**src/rtl/mbox_pkg.sv**
```systemverilog
// shared types, constants and pattern lookups for the unread message counter
// no dependencies; used by every module under rtl

package mbox_pkg;

	// operation codes on the input channel
	localparam logic [1:0] OP_START  = 2'd0;
	localparam logic [1:0] OP_BYTE   = 2'd1;
	localparam logic [1:0] OP_FINISH = 2'd2;

	// special byte values
	localparam logic [7:0] BYTE_LF    = 8'h0A;
	localparam logic [7:0] BYTE_CR    = 8'h0D;
	localparam logic [7:0] BYTE_R     = "R";
	localparam logic [7:0] BYTE_O     = "O";
	localparam logic [7:0] BYTE_ZERO  = "0";

	// line position tracking
	localparam int LINE_POS_W = 5;
	localparam int POS_MAX    = 31;

	// prefix lengths and end of the four flag digits
	localparam int FROM_LEN   = 5;
	localparam int STATUS_LEN = 8;
	localparam int LONG_LEN   = 18;
	localparam int FLAGS_END  = 22;

	localparam logic [8*FROM_LEN-1:0]   PAT_FROM   = "From ";
	localparam logic [8*STATUS_LEN-1:0] PAT_STATUS = "Status: ";
	// long status prefix, mail client name spelt out as bytes
	localparam logic [8*LONG_LEN-1:0]   PAT_LONG   = {"X-", 8'h4D, 8'h6F, 8'h7A, 8'h69,
		8'h6C, 8'h6C, 8'h61, "-Status: "};

	localparam int COUNT_WIDTH_DEF = 16;
	localparam int QUEUE_DEPTH     = 2;

	typedef enum logic [1:0] {
		CMD_START,
		CMD_BYTE,
		CMD_EOL,
		CMD_FINISH
	} cmd_kind_t;

	// classified item handed from front to back
	typedef struct packed {
		cmd_kind_t   kind;
		logic [7:0]  data;
		logic        resume;
		logic        grew;
		logic        is_ro;
		logic        is_zero;
	} cmd_t;

	function automatic logic [7:0] from_char(input logic [LINE_POS_W-1:0] pos);
		logic [7:0] c;
		c = 8'h00;
		for (int i = 0; i < FROM_LEN; i++) begin
			if (pos == LINE_POS_W'(i)) c = PAT_FROM[8*(FROM_LEN-1-i) +: 8];
		end
		return c;
	endfunction

	function automatic logic [7:0] status_char(input logic [LINE_POS_W-1:0] pos);
		logic [7:0] c;
		c = 8'h00;
		for (int i = 0; i < STATUS_LEN; i++) begin
			if (pos == LINE_POS_W'(i)) c = PAT_STATUS[8*(STATUS_LEN-1-i) +: 8];
		end
		return c;
	endfunction

	function automatic logic [7:0] long_char(input logic [LINE_POS_W-1:0] pos);
		logic [7:0] c;
		c = 8'h00;
		for (int i = 0; i < LONG_LEN; i++) begin
			if (pos == LINE_POS_W'(i)) c = PAT_LONG[8*(LONG_LEN-1-i) +: 8];
		end
		return c;
	endfunction

endpackage

```
**src/rtl/mbox_front.sv**
```systemverilog
// front end: accepts input transfers, decodes the operation and classifies bytes
// depends on mbox_pkg

module mbox_front (
	input  logic             in_valid,
	output logic             in_ready,
	input  logic [1:0]       operation,
	input  logic [7:0]       data_byte,
	input  logic             resume_appended,
	input  logic             file_grew,
	output logic             push_valid,
	input  logic             push_ready,
	output mbox_pkg::cmd_t   push_cmd
);

	logic keep;

	always_comb begin
		keep = 1'b1;
		push_cmd.kind = mbox_pkg::CMD_BYTE;
		unique case (operation)
			mbox_pkg::OP_START:  push_cmd.kind = mbox_pkg::CMD_START;
			mbox_pkg::OP_FINISH: push_cmd.kind = mbox_pkg::CMD_FINISH;
			mbox_pkg::OP_BYTE: begin
				if (data_byte == mbox_pkg::BYTE_LF) push_cmd.kind = mbox_pkg::CMD_EOL;
				else if (data_byte == mbox_pkg::BYTE_CR) keep = 1'b0;
			end
			default: keep = 1'b0;
		endcase
		push_cmd.data    = data_byte;
		push_cmd.resume  = resume_appended;
		push_cmd.grew    = file_grew;
		push_cmd.is_ro   = (data_byte == mbox_pkg::BYTE_R) || (data_byte == mbox_pkg::BYTE_O);
		push_cmd.is_zero = (data_byte == mbox_pkg::BYTE_ZERO);
	end

	// dropped items (cr, unused code) still need a free slot so order is kept simple
	assign in_ready   = push_ready;
	assign push_valid = in_valid && keep;

endmodule

```
**src/rtl/mbox_queue.sv**
```systemverilog
// short fifo of classified commands between front and back
// depends on mbox_pkg

module mbox_queue (
	input  logic             clk,
	input  logic             arst_n,
	input  logic             push_valid,
	output logic             push_ready,
	input  mbox_pkg::cmd_t   push_cmd,
	output logic             head_valid,
	input  logic             pop,
	output mbox_pkg::cmd_t   head_cmd
);

	localparam int DEPTH = mbox_pkg::QUEUE_DEPTH;
	localparam int PW    = (DEPTH > 1) ? $clog2(DEPTH) : 1;
	localparam int CW    = $clog2(DEPTH + 1);

	mbox_pkg::cmd_t  slot_q [DEPTH];
	logic [PW-1:0]   wr_ptr_q;
	logic [PW-1:0]   rd_ptr_q;
	logic [CW-1:0]   count_q;
	logic            do_push;
	logic            do_pop;

	assign push_ready = (count_q != CW'(DEPTH));
	assign head_valid = (count_q != '0);
	assign head_cmd   = slot_q[rd_ptr_q];
	assign do_push    = push_valid && push_ready;
	assign do_pop     = pop && head_valid;

	always_ff @(posedge clk or negedge arst_n) begin
		if (!arst_n) begin
			wr_ptr_q <= '0;
			rd_ptr_q <= '0;
			count_q  <= '0;
		end else begin
			if (do_push) wr_ptr_q <= (wr_ptr_q == PW'(DEPTH - 1)) ? '0 : wr_ptr_q + 1'b1;
			if (do_pop)  rd_ptr_q <= (rd_ptr_q == PW'(DEPTH - 1)) ? '0 : rd_ptr_q + 1'b1;
			if (do_push && !do_pop)      count_q <= count_q + 1'b1;
			else if (do_pop && !do_push) count_q <= count_q - 1'b1;
		end
	end

	always_ff @(posedge clk) begin
		if (do_push) slot_q[wr_ptr_q] <= push_cmd;
	end

endmodule

```
**src/rtl/mbox_back.sv**
```systemverilog
// back end: line and header tracking, unread count and the result register
// depends on mbox_pkg

module mbox_back #(
	parameter int COUNT_WIDTH = mbox_pkg::COUNT_WIDTH_DEF
) (
	input  logic                   clk,
	input  logic                   arst_n,
	input  logic                   head_valid,
	input  mbox_pkg::cmd_t         head_cmd,
	output logic                   pop,
	output logic                   out_valid,
	input  logic                   out_ready,
	output logic [COUNT_WIDTH-1:0] unread_count,
	output logic                   suppressed
);

	localparam int PW = mbox_pkg::LINE_POS_W;

	logic [PW-1:0]          line_pos_q, line_pos_d;
	logic                   from_ok_q, from_ok_d;
	logic                   status_ok_q, status_ok_d;
	logic                   long_ok_q, long_ok_d;
	logic                   read_seen_q, read_seen_d;
	logic                   zero_ok_q, zero_ok_d;
	logic                   inside_q, inside_d;
	logic                   new_q, new_d;
	logic [COUNT_WIDTH-1:0] running_q, running_d;
	logic [COUNT_WIDTH-1:0] last_q, last_d;
	logic                   out_valid_q;
	logic [COUNT_WIDTH-1:0] unread_count_q;
	logic                   suppressed_q;
	logic                   finish_pop;
	logic                   clear_line;
	logic [7:0]             b;

	assign b          = head_cmd.data;
	assign pop        = head_valid && ((head_cmd.kind != mbox_pkg::CMD_FINISH) ||
		!out_valid_q || out_ready);
	assign finish_pop = pop && (head_cmd.kind == mbox_pkg::CMD_FINISH);

	always_comb begin
		line_pos_d  = line_pos_q;
		from_ok_d   = from_ok_q;
		status_ok_d = status_ok_q;
		long_ok_d   = long_ok_q;
		read_seen_d = read_seen_q;
		zero_ok_d   = zero_ok_q;
		inside_d    = inside_q;
		new_d       = new_q;
		running_d   = running_q;
		last_d      = last_q;
		clear_line  = 1'b0;
		if (pop) begin
			unique case (head_cmd.kind)
				mbox_pkg::CMD_START: begin
					clear_line = 1'b1;
					inside_d   = 1'b0;
					new_d      = 1'b0;
					running_d  = head_cmd.resume ? last_q : '0;
				end
				mbox_pkg::CMD_BYTE: begin
					if (line_pos_q < PW'(mbox_pkg::FROM_LEN) &&
						b != mbox_pkg::from_char(line_pos_q)) from_ok_d = 1'b0;
					if (line_pos_q < PW'(mbox_pkg::STATUS_LEN)) begin
						if (b != mbox_pkg::status_char(line_pos_q)) status_ok_d = 1'b0;
					end else if (status_ok_q && head_cmd.is_ro) begin
						read_seen_d = 1'b1;
					end
					if (line_pos_q < PW'(mbox_pkg::LONG_LEN)) begin
						if (b != mbox_pkg::long_char(line_pos_q)) long_ok_d = 1'b0;
					end else if (line_pos_q < PW'(mbox_pkg::FLAGS_END)) begin
						if (!head_cmd.is_zero) zero_ok_d = 1'b0;
					end
					if (line_pos_q != PW'(mbox_pkg::POS_MAX)) line_pos_d = line_pos_q + 1'b1;
				end
				mbox_pkg::CMD_EOL: begin
					clear_line = 1'b1;
					priority if (!inside_q) begin
						if (line_pos_q >= PW'(mbox_pkg::FROM_LEN) && from_ok_q) begin
							inside_d = 1'b1;
							new_d    = 1'b1;
						end
					end else if (line_pos_q == '0) begin
						// blank line closes the header
						inside_d = 1'b0;
						if (new_q && running_q != '1) running_d = running_q + 1'b1;
					end else if (line_pos_q >= PW'(mbox_pkg::STATUS_LEN) && status_ok_q) begin
						if (read_seen_q) new_d = 1'b0;
					end else if (line_pos_q >= PW'(mbox_pkg::LONG_LEN) && long_ok_q) begin
						if (!(line_pos_q >= PW'(mbox_pkg::FLAGS_END) && zero_ok_q)) new_d = 1'b0;
					end else begin
						new_d = new_q;
					end
				end
				mbox_pkg::CMD_FINISH: begin
					clear_line = 1'b1;
					inside_d   = 1'b0;
					new_d      = 1'b0;
					if (head_cmd.grew && running_q <= last_q) last_d = '0;
					else last_d = running_q;
				end
			endcase
		end
		if (clear_line) begin
			line_pos_d  = '0;
			from_ok_d   = 1'b1;
			status_ok_d = 1'b1;
			long_ok_d   = 1'b1;
			read_seen_d = 1'b0;
			zero_ok_d   = 1'b1;
		end
	end

	always_ff @(posedge clk or negedge arst_n) begin
		if (!arst_n) begin
			line_pos_q  <= '0;
			from_ok_q   <= 1'b1;
			status_ok_q <= 1'b1;
			long_ok_q   <= 1'b1;
			read_seen_q <= 1'b0;
			zero_ok_q   <= 1'b1;
			inside_q    <= 1'b0;
			new_q       <= 1'b0;
			running_q   <= '0;
			last_q      <= '0;
			out_valid_q <= 1'b0;
		end else begin
			line_pos_q  <= line_pos_d;
			from_ok_q   <= from_ok_d;
			status_ok_q <= status_ok_d;
			long_ok_q   <= long_ok_d;
			read_seen_q <= read_seen_d;
			zero_ok_q   <= zero_ok_d;
			inside_q    <= inside_d;
			new_q       <= new_d;
			running_q   <= running_d;
			last_q      <= last_d;
			if (finish_pop)     out_valid_q <= 1'b1;
			else if (out_ready) out_valid_q <= 1'b0;
		end
	end

	// result payload, loaded only when a finish is carried out
	always_ff @(posedge clk) begin
		if (finish_pop) begin
			if (head_cmd.grew && running_q <= last_q) begin
				unread_count_q <= '0;
				suppressed_q   <= 1'b1;
			end else begin
				unread_count_q <= running_q;
				suppressed_q   <= 1'b0;
			end
		end
	end

	assign out_valid    = out_valid_q;
	assign unread_count = unread_count_q;
	assign suppressed   = suppressed_q;

	a_finish_gives_result: assert property (@(posedge clk) disable iff (!arst_n)
		finish_pop |=> out_valid_q)
		else $error("finish carried out without a result");

	a_finish_clears_scan: assert property (@(posedge clk) disable iff (!arst_n)
		finish_pop |=> (!inside_q && !new_q && line_pos_q == '0))
		else $error("header state survives a finish");

	a_fresh_start_zero: assert property (@(posedge clk) disable iff (!arst_n)
		(pop && head_cmd.kind == mbox_pkg::CMD_START && !head_cmd.resume) |=> running_q == '0)
		else $error("fresh start did not clear the count");

	a_suppressed_zero: assert property (@(posedge clk) disable iff (!arst_n)
		(out_valid_q && suppressed_q) |-> unread_count_q == '0)
		else $error("suppressed result carries a non-zero count");

	a_byte_advances: assert property (@(posedge clk) disable iff (!arst_n)
		(pop && head_cmd.kind == mbox_pkg::CMD_BYTE) |=> line_pos_q != '0)
		else $error("line byte left the position at zero");

endmodule

```
**src/rtl/mbox_unread_message_counter.sv**
```systemverilog
// top level of the mbox unread message counter
// depends on mbox_pkg, mbox_front, mbox_queue and mbox_back
//
// usage:
//  - input channel (in_valid/in_ready) carries one item per transfer: operation
//    selects start of scan, one mailbox byte, or finish; data_byte goes with a
//    byte, resume_appended with a start, file_grew with a finish
//  - output channel (out_valid/out_ready) carries one result per finish:
//    unread_count and suppressed (count forced to zero by the growth check)
//  - throughput: one item per cycle, sustained, while results are taken
//  - a finish transfer with the queue empty writes the queue, the back end then pops
//    it and loads the result register, which shows the result; items ahead in the
//    queue hold a finish back until they have been popped
//  - start and byte items produce no result; cr bytes and the unused
//    operation code are taken and dropped
//  - reset clears the line/header state, running count and last reported
//    count; no result is pending after reset
//  - a receiver stall holds the result register and stops only finish items
//    in the back end; bytes and starts keep flowing, a later finish waits at
//    the head of the two-entry queue, one more item fills it, then in_ready drops

module mbox_unread_message_counter #(
	parameter int COUNT_WIDTH = mbox_pkg::COUNT_WIDTH_DEF
) (
	input  logic                   clk,
	input  logic                   arst_n,
	input  logic                   in_valid,
	output logic                   in_ready,
	input  logic [1:0]             operation,
	input  logic [7:0]             data_byte,
	input  logic                   resume_appended,
	input  logic                   file_grew,
	output logic                   out_valid,
	input  logic                   out_ready,
	output logic [COUNT_WIDTH-1:0] unread_count,
	output logic                   suppressed
);

	// front to queue
	logic           push_valid;
	logic           push_ready;
	mbox_pkg::cmd_t push_cmd;

	// queue to back
	logic           head_valid;
	logic           pop;
	mbox_pkg::cmd_t head_cmd;

	// decode and classify each transfer
	mbox_front u_front (
		.in_valid        (in_valid),
		.in_ready        (in_ready),
		.operation       (operation),
		.data_byte       (data_byte),
		.resume_appended (resume_appended),
		.file_grew       (file_grew),
		.push_valid      (push_valid),
		.push_ready      (push_ready),
		.push_cmd        (push_cmd)
	);

	// decouples acceptance from execution
	mbox_queue u_queue (
		.clk        (clk),
		.arst_n     (arst_n),
		.push_valid (push_valid),
		.push_ready (push_ready),
		.push_cmd   (push_cmd),
		.head_valid (head_valid),
		.pop        (pop),
		.head_cmd   (head_cmd)
	);

	// prefix matching, header tracking, counting and the result register
	mbox_back #(
		.COUNT_WIDTH (COUNT_WIDTH)
	) u_back (
		.clk          (clk),
		.arst_n       (arst_n),
		.head_valid   (head_valid),
		.head_cmd     (head_cmd),
		.pop          (pop),
		.out_valid    (out_valid),
		.out_ready    (out_ready),
		.unread_count (unread_count),
		.suppressed   (suppressed)
	);

endmodule

```
**config.mk**
```make
export PLATFORM = sky130hd
export DESIGN_NAME = mbox_unread_message_counter
export DESIGN_NICKNAME = d
export VERILOG_FILES = /design/src/rtl/mbox_pkg.sv /design/src/rtl/mbox_front.sv /design/src/rtl/mbox_queue.sv /design/src/rtl/mbox_back.sv /design/src/rtl/mbox_unread_message_counter.sv
export SDC_FILE = /design/constraint.sdc
export NUM_CORES = 1
export LEC_CHECK = 0
export BUFFER_PORTS_ARGS = -buffer_cell sky130_fd_sc_hd__clkbuf_2
export CAP_MARGIN = 20
export CORE_ASPECT_RATIO = 0.8
export CORE_UTILIZATION = 40
export DETAILED_ROUTE_END_ITERATION = 6
export SLEW_MARGIN = 20
export SYNTH_ARGS = -nofsm -noshare
export SYNTH_HDL_FRONTEND = slang
export SYNTH_SLANG_ARGS = --single-unit
```
**constraint.sdc**
```tcl
create_clock -name clk -period 6.85 [get_ports clk]
set_input_delay 0.3425 -clock clk [delete_from_list [all_inputs] [get_ports clk]]
set_output_delay 0.3425 -clock clk [all_outputs]
set_load 0.01 [all_outputs]
```
Word-level counts from Yosys, hierarchy flattened
Memories as Yosys holds them, arrays and structs flattened. Cells that the tools add are included.

Bitwise gates (word level): 0. Shift operators: 0. Eq/ne operators: 45. Div/mod/pow operators: 0. Multiply operators: 0. Reductions and logical operators: 52. Add/subtract/negate cells: 6. Magnitude comparators: 9. Multiplexer cells: 102.

Operators with widths (count): $mux W7 (31); $mux W16 (5); $mux W8 (8); $mux W1 (46); $eq A5 B4 Y1 const B (8); $pmux W16 S2 (1); $reduce_bool A2 Y1 (15); $ne A8 B8 Y1 (3); $eq A5 B3 Y1 const B (4); $mux W5 (4); $add A16 B1 Y16 const B (1); $eq A8 B4 Y1 const B (2); $eq A8 B7 Y1 const B (2); $le A16 B16 Y1 (1); $ne A16 B16 Y1 const B (1); $logic_and A1 B1 Y1 (15); $reduce_and A4 Y1 (3); $eq A5 B2 Y1 const B (2); $eq A5 B5 Y1 const B (2); $ge A5 B5 Y1 const B (2); $lt A5 B5 Y1 const B (2); $ne A2 B1 Y1 const B (5); $reduce_and A5 Y1 (2); $eq A8 B6 Y1 const B (1); other kinds (29) (48).

Bits in latches: 0. Bits in registers: 66. Memories: 1. Memory bits (read-only): 0. RAM bits: 28. Output and inout port bits: 19. Bits of input ports: 16.

Memories: u_queue.slot_q (depth 2, width 14, rd ports 1, clocked after memory_dff 0, wr ports 1, RTL line mbox_queue.sv:19) `mbox_pkg::cmd_t slot_q [DEPTH];`.

Depth between registers and ports, before layout
Gate-level depths: netlist (run 1).

Depth after elaboration: 28. Gate-level depth with buffers: 12.

Modules after synthesis
From an unflattened synthesis (run 1), not the netlist that was laid out.

Cells, all modules: 608. Area total of the unflattened synthesis: 5967.0 µm².

By module, submodules not included: mbox_back (sequential area each 1641.6 µm², instances 1, cells an instance 518, area each 4504.3 µm²); mbox_queue (sequential area each 940.9 µm², instances 1, cells an instance 62, area each 1270.0 µm²); mbox_front (sequential area each 0.0 µm², instances 1, cells an instance 28, area each 192.7 µm²).

Worst setup path before layout (run 1)
OpenSTA, ideal clock, no wires.

Path type: reg-to-reg. Start point: register u_queue.rd_ptr_q. End point: register u_back.new_q. Stages on the path, launching flop included: 12. Arrival: 2.552 ns. Data required time: 6.725 ns. Path slack: 4.173 ns. Path buffers: 2. Cells stage by stage: dfrtp_1 > buf_6 > buf_2 > mux2i_1 > inv_1 > ha_1 > nand2_1 > o21a_1 > clkinv_1 > nor2_1 > a21boi_1 > mux2_2.

Longest elaborated chain between the ends: 6. Elaborated cells on any way between the ends: 17. Classes of those cells: eq/ne (8); mux (1); reduce/logical (7); memory (1).

RTL lines: from (decl) (RTL line mbox_queue.sv:21) `logic [PW-1:0] rd_ptr_q;`; from (signal assigned) (RTL line mbox_queue.sv:39) `if (do_pop) rd_ptr_q <= (rd_ptr_q == PW'(DEPTH - 1)) ? '0 : rd_ptr_q + 1'b1;`; $mem_v2 Z2 W14 (*); $ne A2 B2 Y1 (RTL line mbox_back.sv:38) `assign pop = head_valid && ((head_cmd.kind != mbox_pkg::CMD_FINISH) ||`; $logic_or A1 B1 Y1 (RTL line mbox_back.sv:38); $logic_or A1 B1 Y1 (RTL line mbox_back.sv:39) `!out_valid_q || out_ready);`; $logic_and A1 B1 Y1 (RTL line mbox_back.sv:38); $reduce_and A7 Y1 (no source line); to (signal assigned) (RTL line mbox_back.sv:136) `new_q <= new_d;`; to (decl) (RTL line mbox_back.sv:27) `logic new_q, new_d;`.

Mark *: on every way between the ends. The rest lies on a longest branch, timed or not. A chain may end at the register's enable or synchronous reset.

Worst setup path after layout (run 1)
Same ends and word-level chain as after synthesis.

==> impl_metrics.ini, run 1 <==
[run_status]
status = completed

[synth]
ys.flop_type = edfxtp_1
synth_top_area_cell = edfxtp_1
synth-edff-count = 45
syn-cell-area_um2 = 5780
synth_nets = 656
yosysSeqAreaShare_pct = 44.7
synthArstFlopShare_pct = 52.1
synth_top_area_share_pct = 23.4
yosys_warnings = 0
syn_inst = 611
ys_ff_latch = 94
syn_area_per_cell_um2 = 9.46
netlist_top_cells_area = edfxtp_1 (23%), dfrtp_1 (19%), ha_1 (6.3%), a21oi_1 (6.1%), inv_1 (2.9%)
yosysUniqueCellTypes = 67

[timing]
period_needed_ps = 3620
final_hold_viol_count = 0
fmax_ghz = 0.276
worst_slew_pin_slew_ps = 1040
setup-violations-final = 0
rsz0062_at_grt = no
holdWs_ps = 109
skew_ps = 8.84
relSlewSlack_pct = 30.3
fin_setup_tns_ps = 0
slew_viol_final = 0
fin_crit_sh_pct = 52.8

[setup_path]
r2r_cells = 9
criticalPathCategory = reg -> reg
crit_path_max_incr_delay_ps = 880
crit_chain = mux2i_1, inv_1, ha_1, nand2_1, o21a_1, clkinv_1, nor2_1, a21boi_1, mux2_2
critPathSlowestCell = dfrtp_1
cp.buffers_inverters = 2
critical_path.endpoint_type = flop
crit_family = flip-flops
crit_fanout = 17
crit_arrival_ps = 3850
required_ps = 7080
cp-start-kind = flop
crit_cells = 9

[placed_design]
port_buffers = 34
place_congestion = 0.892
place_hpwl_um = 9810

[grt]
grt_pass1_wl_um = 23100
grt_pass1_vias = 4514
grt_usage_pct = 20.0
grt-ovfl-total = 0
antenna_found_initial = 0
grt_max_degree = 51

[floorplanning]
die_w_um = 136
pin_count = 35
start_util_pct = 41.8
dieArea_um2 = 14900
core_um2 = 13800
rows = 38
dieHeight_um = 110

[layout]
final_layout_size_suffix_gt1_share_pct = 11.9
nets = 671
area.growth.synth_to_final_pct = 10.3
antenna_cells = 0

[power_and_ir_drop]
ir_drop_mv = 0.253
powerDensity_nw_per_um2 = 450
power_mw = 2.87
power_leakage_nw = 2.53

[drt]
drc = 0
drt_wl_total_um = 13900
antenna_left = 0
firstDrtPassIters = 4
via_count = 4779
avgViaCountPerCell = 5.89
wl_per_cell_um = 17.1
dr.first_iter.drc_count = 375

[clock_network]
clk_path_buf_depth = 2
numCtsBuffers = 9
root_buffer = clkbuf_16
postCtsSetupRepairBufs = 0
post_cts_resized = 0
cts_tree = yes
hold_buffers = 0
clk_pin_slew_worst_paths_ps = 70
cts.sinks = 94
cts.htree.levels = 3
clk_latency_ps = 350

[worst_hold_path]
worstHoldPathType = in -> async

[job]
drv_cap = 0
-- cell families after synthesis --
kind of cell,synth area share [%]
adder cells (fa/ha/maj),6.28
AND/OR/NAND/NOR,16.8
multiplexers,3.36
AO/OA/AOI/OAI,20.6
XOR/XNOR,2.58
flip-flops,44.7
buffers and inverters,5.74
-- through the flow --
stage | instance area [µm²] | utilization [%] | std cells | setup WS [ps]
after detailed placement | 6060 | 43.8 | 794 | 3110
final | 6380 | 46.1 | 811 | 3230
after CTS | 6360 | 46.0 | 810 | 3100
after global placement | 6060 | 43.8 | 794 | 3370
after global routing | 6380 | 46.1 | 811 | 2740
after floorplan | 5780 | - | 611 | 4170
-- layer usage --
layer  up-vias  track usage, %  share of wire (%)
li1       2301               -                  -
met1      2315            29.3                 49
met4         0            7.70                1.9
met3        22            4.79                5.7
met5         -               0                  0
met2       141            28.4                 43
-- sequential cells by signal, indices dropped and copies added, names as in the netlist --
register / flops
u_back.from_ok_q: 1
u_back.inside_q: 1
u_back.last_q: 16
u_back.line_pos_q: 5
u_back.long_ok_q: 1
u_back.new_q: 1
u_back.out_valid: 1
u_back.read_seen_q: 1
u_back.running_q: 16
u_back.status_ok_q: 1
u_back.suppressed: 1
u_back.unread_count: 16
u_back.zero_ok_q: 1
u_queue.count_q: 2
u_queue.rd_ptr_q: 1
u_queue.slot_q: 28
u_queue.wr_ptr_q: 1
-- where the power goes --
group	leakage [nW]	internal, mW	switching, mW
clock	0.144	0.286	0.219
sequential	1.04	0.806	0.163
combinational	1.34	0.531	0.866
-- layout by cell type, fill, tap and decap left out, types with 9 or more instances in the layout --
cell / Yosys / layout
a31oi_1: 11 / 11
nand2b_1: 9 / 9
nor3_1: 30 / 30
nand3_1: 17 / 17
a21o_1: 10 / 10
or3_1: 9 / 9
xnor2_1: 11 / 11
inv_1: 44 / 44
o21ai_0: 18 / 18
ha_1: 29 / 28
o31ai_1: 22 / 22
clkbuf_2: 0 / 34
dfrtp_1: 45 / 45
a21oi_1: 71 / 71
nor2b_1: 13 / 13
edfxtp_1: 45 / 45
clkbuf_16: 0 / 9
nand4_1: 13 / 13
nand2_1: 28 / 28
nor2_1: 36 / 36
mux2i_1: 12 / 12
-- final timing paths --
path,start,slack [ps],to
max in group asynchronous,arst_n,6280,u_back.running_q[1]$_DFFE_PN0P_
min in group clk,resume_appended,180,u_queue.slot_q[1][3]$_DFFE_PP_
min,arst_n,110,u_back.last_q[12]$_DFFE_PN0P_
max reg2reg,u_queue.rd_ptr_q$_DFFE_PN0P_,3230,u_back.new_q$_DFFE_PN0P_
max,u_queue.rd_ptr_q$_DFFE_PN0P_,3230,u_back.new_q$_DFFE_PN0P_
min reg2reg,u_queue.wr_ptr_q$_DFFE_PN0P_,500,u_queue.wr_ptr_q$_DFFE_PN0P_
-- synth_stat cells (all sizes together) (5+ instances only) --
| cell | n |
|---|---|
| o31ai | 22 |
| a221oi | 6 |
| a21o | 10 |
| nor2 | 37 |
| o22ai | 8 |
| a21oi | 71 |
| or3 | 9 |
| or2 | 5 |
| o21a | 5 |
| clkbuf | 20 |
| o21ai | 24 |
| a31oi | 11 |
| and3 | 7 |
| nor2b | 13 |
| nand4 | 13 |
| nor3 | 30 |
| a211oi | 5 |
| dfrtp | 45 |
| nand3 | 17 |
| xor2 | 6 |
| ha | 29 |
| buf | 15 |
| inv | 45 |
| xnor2 | 11 |
| edfxtp | 45 |
| mux2i | 13 |
| mux2 | 5 |
| nand2 | 28 |
| nand2b | 9 |
-- worst register-to-register path: stages, from the launching register on --
cell      delay [ps]
dfrtp_1          880
mux2i_1          460
inv_1            120
ha_1             210
nand2_1           60
o21a_1           400
clkinv_1         360
nor2_1           430
a21boi_1         230
mux2_2           340
-- cell type report --
type / instances / area (µm²)
Fill cell: 1327 / 7460
Multi-Input combinational cell: 435 / 2880
Sequential cell: 94 / 2580
Clock buffer: 10 / 229
Tap cell: 180 / 225
Timing Repair Buffer: 39 / 215
Inverter: 47 / 176
Clock inverter: 6 / 68.8
Power figures use the tool's default switching activity.
==> inputs of run 2 (changes only) <==
--- a/config.mk
+++ b/config.mk
@@ -5,6 +5,7 @@
 export SDC_FILE = /design/constraint.sdc
 export NUM_CORES = 1
 export LEC_CHECK = 0
+export ABC_AREA = 1
 export BUFFER_PORTS_ARGS = -buffer_cell sky130_fd_sc_hd__clkbuf_2
 export CAP_MARGIN = 20
 export CORE_ASPECT_RATIO = 0.8
==> constraint.sdc (replaced) <==
create_clock -name clk -period 2.9 [get_ports clk]
set_input_delay 0.145 -clock clk [delete_from_list [all_inputs] [get_ports clk]]
set_output_delay 0.145 -clock clk [all_outputs]
set_load 0.01 [all_outputs]
==> impl_metrics.ini, run 2 <==
[layout]
largest_register_ffs = 28
largest_register = u_queue.slot_q
fin_area_um2 = 6370
final_common_cell = nand2_1
fillers = 1308
area.growth.synth_to_final_pct = 12.0
final_layout_size_suffix_gt1_share_pct = 15.6
antenna_cells = 0
nets = 764
layout_common_cells = nand2_1 (141), inv_1 (83), nor2_1 (68)

[floorplanning]
start_util_pct = 41.4
dieHeight_um = 109
core_um2 = 13700
die_w_um = 135
pin_count = 35
dieArea_um2 = 14700
rows = 38

[placed_design]
post_dp_cell_area_um2 = 6080
port_buffers = 34
place_hpwl_um = 9670
place_congestion = 0.909

[synth]
syn_area_per_cell_um2 = 8.40
synthArstFlopShare_pct = 52.1
synth_nets = 722
yosysSeqAreaShare_pct = 45.4
synth_top_area_cell = edfxtp_1
ys.flop_type = edfxtp_1
synth_top_area_share_pct = 23.8
yosys_warnings = 0
yosys.cell_count.top_type = nand2_1
synth_common_cells = nand2_1 (141), inv_1 (83), nor2_1 (68)
syn-cell-area_um2 = 5690
netlist_top_cells_area = edfxtp_1 (24%), dfrtp_1 (20%), nand2_1 (9.3%), ha_1 (6.4%), inv_1 (5.5%)
synth-edff-count = 45
syn_inst = 677
yosysUniqueCellTypes = 50
ys_ff_latch = 94

[drt]
dr.first_iter.drc_count = 414
drc = 0
drt_wl_total_um = 13000
avgViaCountPerCell = 5.20
wl_per_cell_um = 14.4
via_count = 4702
firstDrtPassIters = 5
antenna_left = 0

[grt]
antenna_found_initial = 0
grt_usage_pct = 18.9
grt_max_degree = 50
grt_pass1_vias = 4263
grt_pass1_wl_um = 21400
grt-ovfl-total = 0

[clock_network]
root_buffer = clkbuf_16
cts_tree = yes
clk_pin_slew_worst_paths_ps = 70
hold_buffers = 2
cts.sinks = 94
numCtsBuffers = 9
clk_path_buf_depth = 2
postCtsSetupRepairBufs = 0
clk_latency_ps = 350
cts.htree.levels = 3
post_cts_resized = 0

[setup_path]
crit_fanout = 12
required_ps = 3120
crit_arrival_ps = 2820
criticalPathCategory = reg -> reg
r2r_slack_ps = 310
critical_path.endpoint_type = flop
rr_startpoint = u_queue.rd_ptr_q$_DFFE_PN0P_
cp-start-kind = flop
r2r_cells = 12
r2r_end = u_queue.count_q[1]$_DFFE_PN0P_

[run_status]
status = completed

[power_and_ir_drop]
ir_drop_mv = 1.02
powerDensity_nw_per_um2 = 1110
power_leakage_nw = 2.89

[timing]
worst_slew_pin_slew_ps = 670
rsz0062_at_grt = no
final_hold_viol_count = 0
skew_ps = 8.85
setup-violations-final = 0
fmax_ghz = 0.386
slew_viol_final = 0
relSlewSlack_pct = 55.3
period_needed_ps = 2590
fin_setup_tns_ps = 0
fin_crit_sh_pct = 89.4

[job]
drv_cap = 0

[worst_hold_path]
worstHoldPathCells = 1
hold_end = u_queue.slot_q[0][2]$_DFFE_PP_
worstHoldPathType = in -> reg
hold_path.startpoint = file_grew
## run 2: cell count changes in the layout (fill, tap and decap cells not counted), sizes merged, moves of 10 or more
cell	delta
a21oi	-50
nor2b	-13
nand2	+120
nand3	+36
inv	+43
o21ai	+42
o31ai	-22
nor3	-25
nor2	+41
a21o	-10
mux2i	-12
## run 2: power by group
group	leakage, nW	internal (mW)	switching [mW]
Sequential	1.07	1.92	0.298
Combinational	1.70	1.30	2.51
Clock	0.120	0.576	0.490
## run 2: logic make-up after synthesis
| group | Yosys count | share of synthesized area [%] |
|---|---|---|
| AND/OR/NAND/NOR | 313 | 25.1 |
| buffers and inverters | 107 | 7.87 |
| flip-flops | 94 | 45.4 |
| multiplexers | 1 | 0.176 |
| adder cells (fa/ha/maj) | 29 | 6.38 |
| XOR/XNOR | 13 | 2.00 |
| AO/OA/AOI/OAI | 120 | 13.1 |
## run 2: metal layers
metal	share of wire, %	track usage (%)
met4	1.4	6.26
met3	4.6	3.81
met1	51	27.8
met5	0	0
met2	43	27.5
## run 2: layout make-up
| cell class | instances | area [µm²] | share of cell area [%] |
|---|---|---|---|
| clock buffer | 10 | 229 | 3.60 |
| clock inverter | 6 | 38.8 | 0.609 |
| inverter | 92 | 345 | 5.42 |
| multi-input combinational | 476 | 2660 | 41.7 |
| sequential | 94 | 2580 | 40.6 |
| tap | 180 | 225 | 3.54 |
| timing repair buffer | 46 | 290 | 4.56 |
## run 2: worst max path at each step
stage                                           startpoint                               end  slack [ps]  depth (start not counted)
after floorplan               u_queue.rd_ptr_q$_DFFE_PN0P_       u_back.suppressed$_DFFE_PP_          60                         11
after global placement    u_back.line_pos_q[1]$_DFFE_PN0P_      u_back.long_ok_q$_DFFE_PN1P_         450                         17
after detailed placement      u_queue.rd_ptr_q$_DFFE_PN0P_    u_queue.count_q[1]$_DFFE_PN0P_         320                         12
after CTS                     u_queue.rd_ptr_q$_DFFE_PN0P_    u_queue.count_q[1]$_DFFE_PN0P_         300                         12
after global routing          u_queue.rd_ptr_q$_DFFE_PN0P_  u_back.line_pos_q[3]$_DFFE_PN0P_           8                         14
final                         u_queue.rd_ptr_q$_DFFE_PN0P_    u_queue.count_q[1]$_DFFE_PN0P_         310                         12
## run 2: critical path, cell delays in order (launching register included)
cell,delay (ps)
dfrtp_1,410
inv_2,130
or2_2,280
o21ai_0,160
inv_1,150
ha_1,240
nand3_1,90
o21a_1,200
inv_1,100
ha_1,320
a21oi_1,120
o21ai_0,120
xor2_1,160
## run 2: per-stage QoR
step | worst slack, ps | hold WS, ps | util [%] | total power [mW] | std cells
floorplan | 59.0 | -151 | - | 4.94 | 677
global placement | 445 | 219 | 44.3 | 5.99 | 886
detailed placement | 323 | 206 | 44.3 | 6.04 | 886
CTS | 297 | 7.91 | 46.3 | 7.13 | 904
global route | 7.94 | 5.91 | 46.3 | 7.72 | 904
finish | 307 | 9.71 | 46.3 | 7.09 | 904
==> inputs of run 3 (changes only) <==
==> constraint.sdc (replaced) <==
create_clock -name clk -period 3.1 [get_ports clk]
set_input_delay 0.155 -clock clk [delete_from_list [all_inputs] [get_ports clk]]
set_output_delay 0.155 -clock clk [all_outputs]
set_load 0.01 [all_outputs]
==> impl_metrics.ini, run 3 (synthesized netlist as in run 2, its figures left out) <==
[grt]
grt_usage_pct = 19.4
grt_pass1_wl_um = 22100
grt_pass1_vias = 4355
antenna_found_initial = 0
grt_max_degree = 50
grt-ovfl-total = 0

[timing]
holdWs_ps = 21.0
final_hold_viol_count = 0
fin_crit_sh_pct = 88.0
worst_slew_pin_slew_ps = 741
relSlewSlack_pct = 50.1
fmax_ghz = 0.367
setup_ws_ps = 372
slew_viol_final = 0
period_needed_ps = 2730
fin_setup_tns_ps = 0
skew_ps = 9.59
setup-violations-final = 0
rsz0062_at_grt = no

[setup_path]
crit_fanout = 18
rr_startpoint = u_queue.rd_ptr_q$_DFFE_PN0P_
r2r_end = u_back.running_q[1]$_DFFE_PN0P_
crit_path_max_incr_delay_ps = 470
r2r_slack_ps = 370
critical_path.endpoint_type = flop
r2r_cells = 14
criticalPathCategory = reg -> reg
required_ps = 3370
cp-start-kind = flop
crit_arrival_ps = 3000
critPathSlowestCell = dfrtp_2
crit_chain = inv_2, or2_2, o21ai_0, inv_1, ha_1, nand3_1, o21a_1, inv_1, nor2_1, nand2_2, inv_2, buf_12, nand2_1, o21ai_2

[layout]
area.growth.synth_to_final_pct = 12.0
fillers = 1322
antenna_cells = 0
nets = 762
final_layout_size_suffix_gt1_share_pct = 15.9
largest_register = u_queue.slot_q
final_common_cell = nand2_1
largest_register_ffs = 28
layout_common_cells = nand2_1 (141), inv_1 (83), nor2_1 (67)
post-route-util_pct = 46.4

[clock_network]
cts_tree = yes
cts.sinks = 94
clk_pin_slew_worst_paths_ps = 70
root_buffer = clkbuf_16
clk_path_buf_depth = 2
cts.htree.levels = 3
clk_latency_ps = 350
postCtsSetupRepairBufs = 0
numCtsBuffers = 9

[placed_design]
port_buffers = 34
pre_cts_ws_ps = 110
place_congestion = 0.876
place_hpwl_um = 9770

[floorplanning]
dieArea_um2 = 14700
core_um2 = 13700
rows = 38
pin_count = 35
die_w_um = 135
start_util_pct = 41.4
dieHeight_um = 109

[drt]
via_count = 4727
drc = 0
dr.first_iter.drc_count = 371
antenna_left = 0
wl_per_cell_um = 14.7
drt_wl_total_um = 13200
firstDrtPassIters = 5
avgViaCountPerCell = 5.24

[job]
drv_cap = 0

[run_status]
status = completed

[worst_hold_path]
worstHoldPathCells = 1
hold_path.startpoint = file_grew
worstHoldPathType = in -> reg
hold_end = u_queue.slot_q[1][2]$_DFFE_PP_

[power_and_ir_drop]
power_leakage_nw = 2.90
powerDensity_nw_per_um2 = 1040
ir_drop_mv = 0.633
run 3: changes by cell type in the layout (fill, tap and decap cells not counted), moves of 2 or more:
| cell | previous run | this run |
|---|---|---|
| inv_6 | 0 | 3 |
| clkinv_1 | 3 | 1 |
| buf_4 | 8 | 6 |
| clkinvlp_4 | 3 | 0 |
run 3: cell type report:
class	instances	area [µm²]	share of cell area [%]
Inverter	92	345	5.42
Multi-Input combinational cell	476	2660	41.8
Sequential cell	94	2580	40.6
Tap cell	180	225	3.53
Clock buffer	10	229	3.59
Clock inverter	6	52.6	0.825
Timing Repair Buffer	44	275	4.32
run 3: through the flow:
stage,instances,area (µm²),power (mW)
5_1_grt,902,6370,7.28
3_5_place_dp,884,6070,5.59
3_3_place_gp,884,6070,5.55
4_1_cts,902,6370,6.68
6_report,902,6370,6.65
2_1_floorplan,677,5690,4.62
run 3: worst max-delay path by stage:
stage	startpoint	slack, ps	end	depth (start not counted)
2_1_floorplan	u_queue.rd_ptr_q$_DFFE_PN0P_	260	u_back.suppressed$_DFFE_PP_	11
3_3_place_gp	u_queue.rd_ptr_q$_DFFE_PN0P_	310	u_back.line_pos_q[3]$_DFFE_PN0P_	13
6_report	u_queue.rd_ptr_q$_DFFE_PN0P_	370	u_back.running_q[1]$_DFFE_PN0P_	14
5_1_grt	u_queue.rd_ptr_q$_DFFE_PN0P_	80	u_back.running_q[4]$_DFFE_PN0P_	14
3_5_place_dp	u_queue.rd_ptr_q$_DFFE_PN0P_	110	u_back.line_pos_q[3]$_DFFE_PN0P_	13
4_1_cts	u_queue.rd_ptr_q$_DFFE_PN0P_	80	u_back.line_pos_q[3]$_DFFE_PN0P_	13
run 3: what timing repair did:
item                                    4_1_cts  5_1_grt
gates resized for setup                       0        2
hold buffers                                  2        0
endpoints found under the setup margin        0       15
endpoints found under the hold margin        19        0
run 3: critical path: cells and delay by family, from the launching register on:
kind                       cells  cell delay (ps)
buffers and inverters          5              820
AOI/OAI and AO/OA              3              400
adders and majority gates      1              240
DFF                            1              470
and+or+nand+nor                5              700
run 3: layer usage:
layer  vias up  wire [µm]  track usage (%)
met2       113       5670             28.2
met3         9        596             3.63
li1       2351          -                -
met4         0        128             4.57
met1      2254       6840             29.4
met5         -          0                0
run 3: power by group:
group / total, mW / internal [mW] / switching (mW) / leakage, nW
sequential: 2.09 / 1.80 / 0.290 / 1.07
combinational: 3.49 / 1.18 / 2.32 / 1.69
clock: 1.07 / 0.561 / 0.508 / 0.140
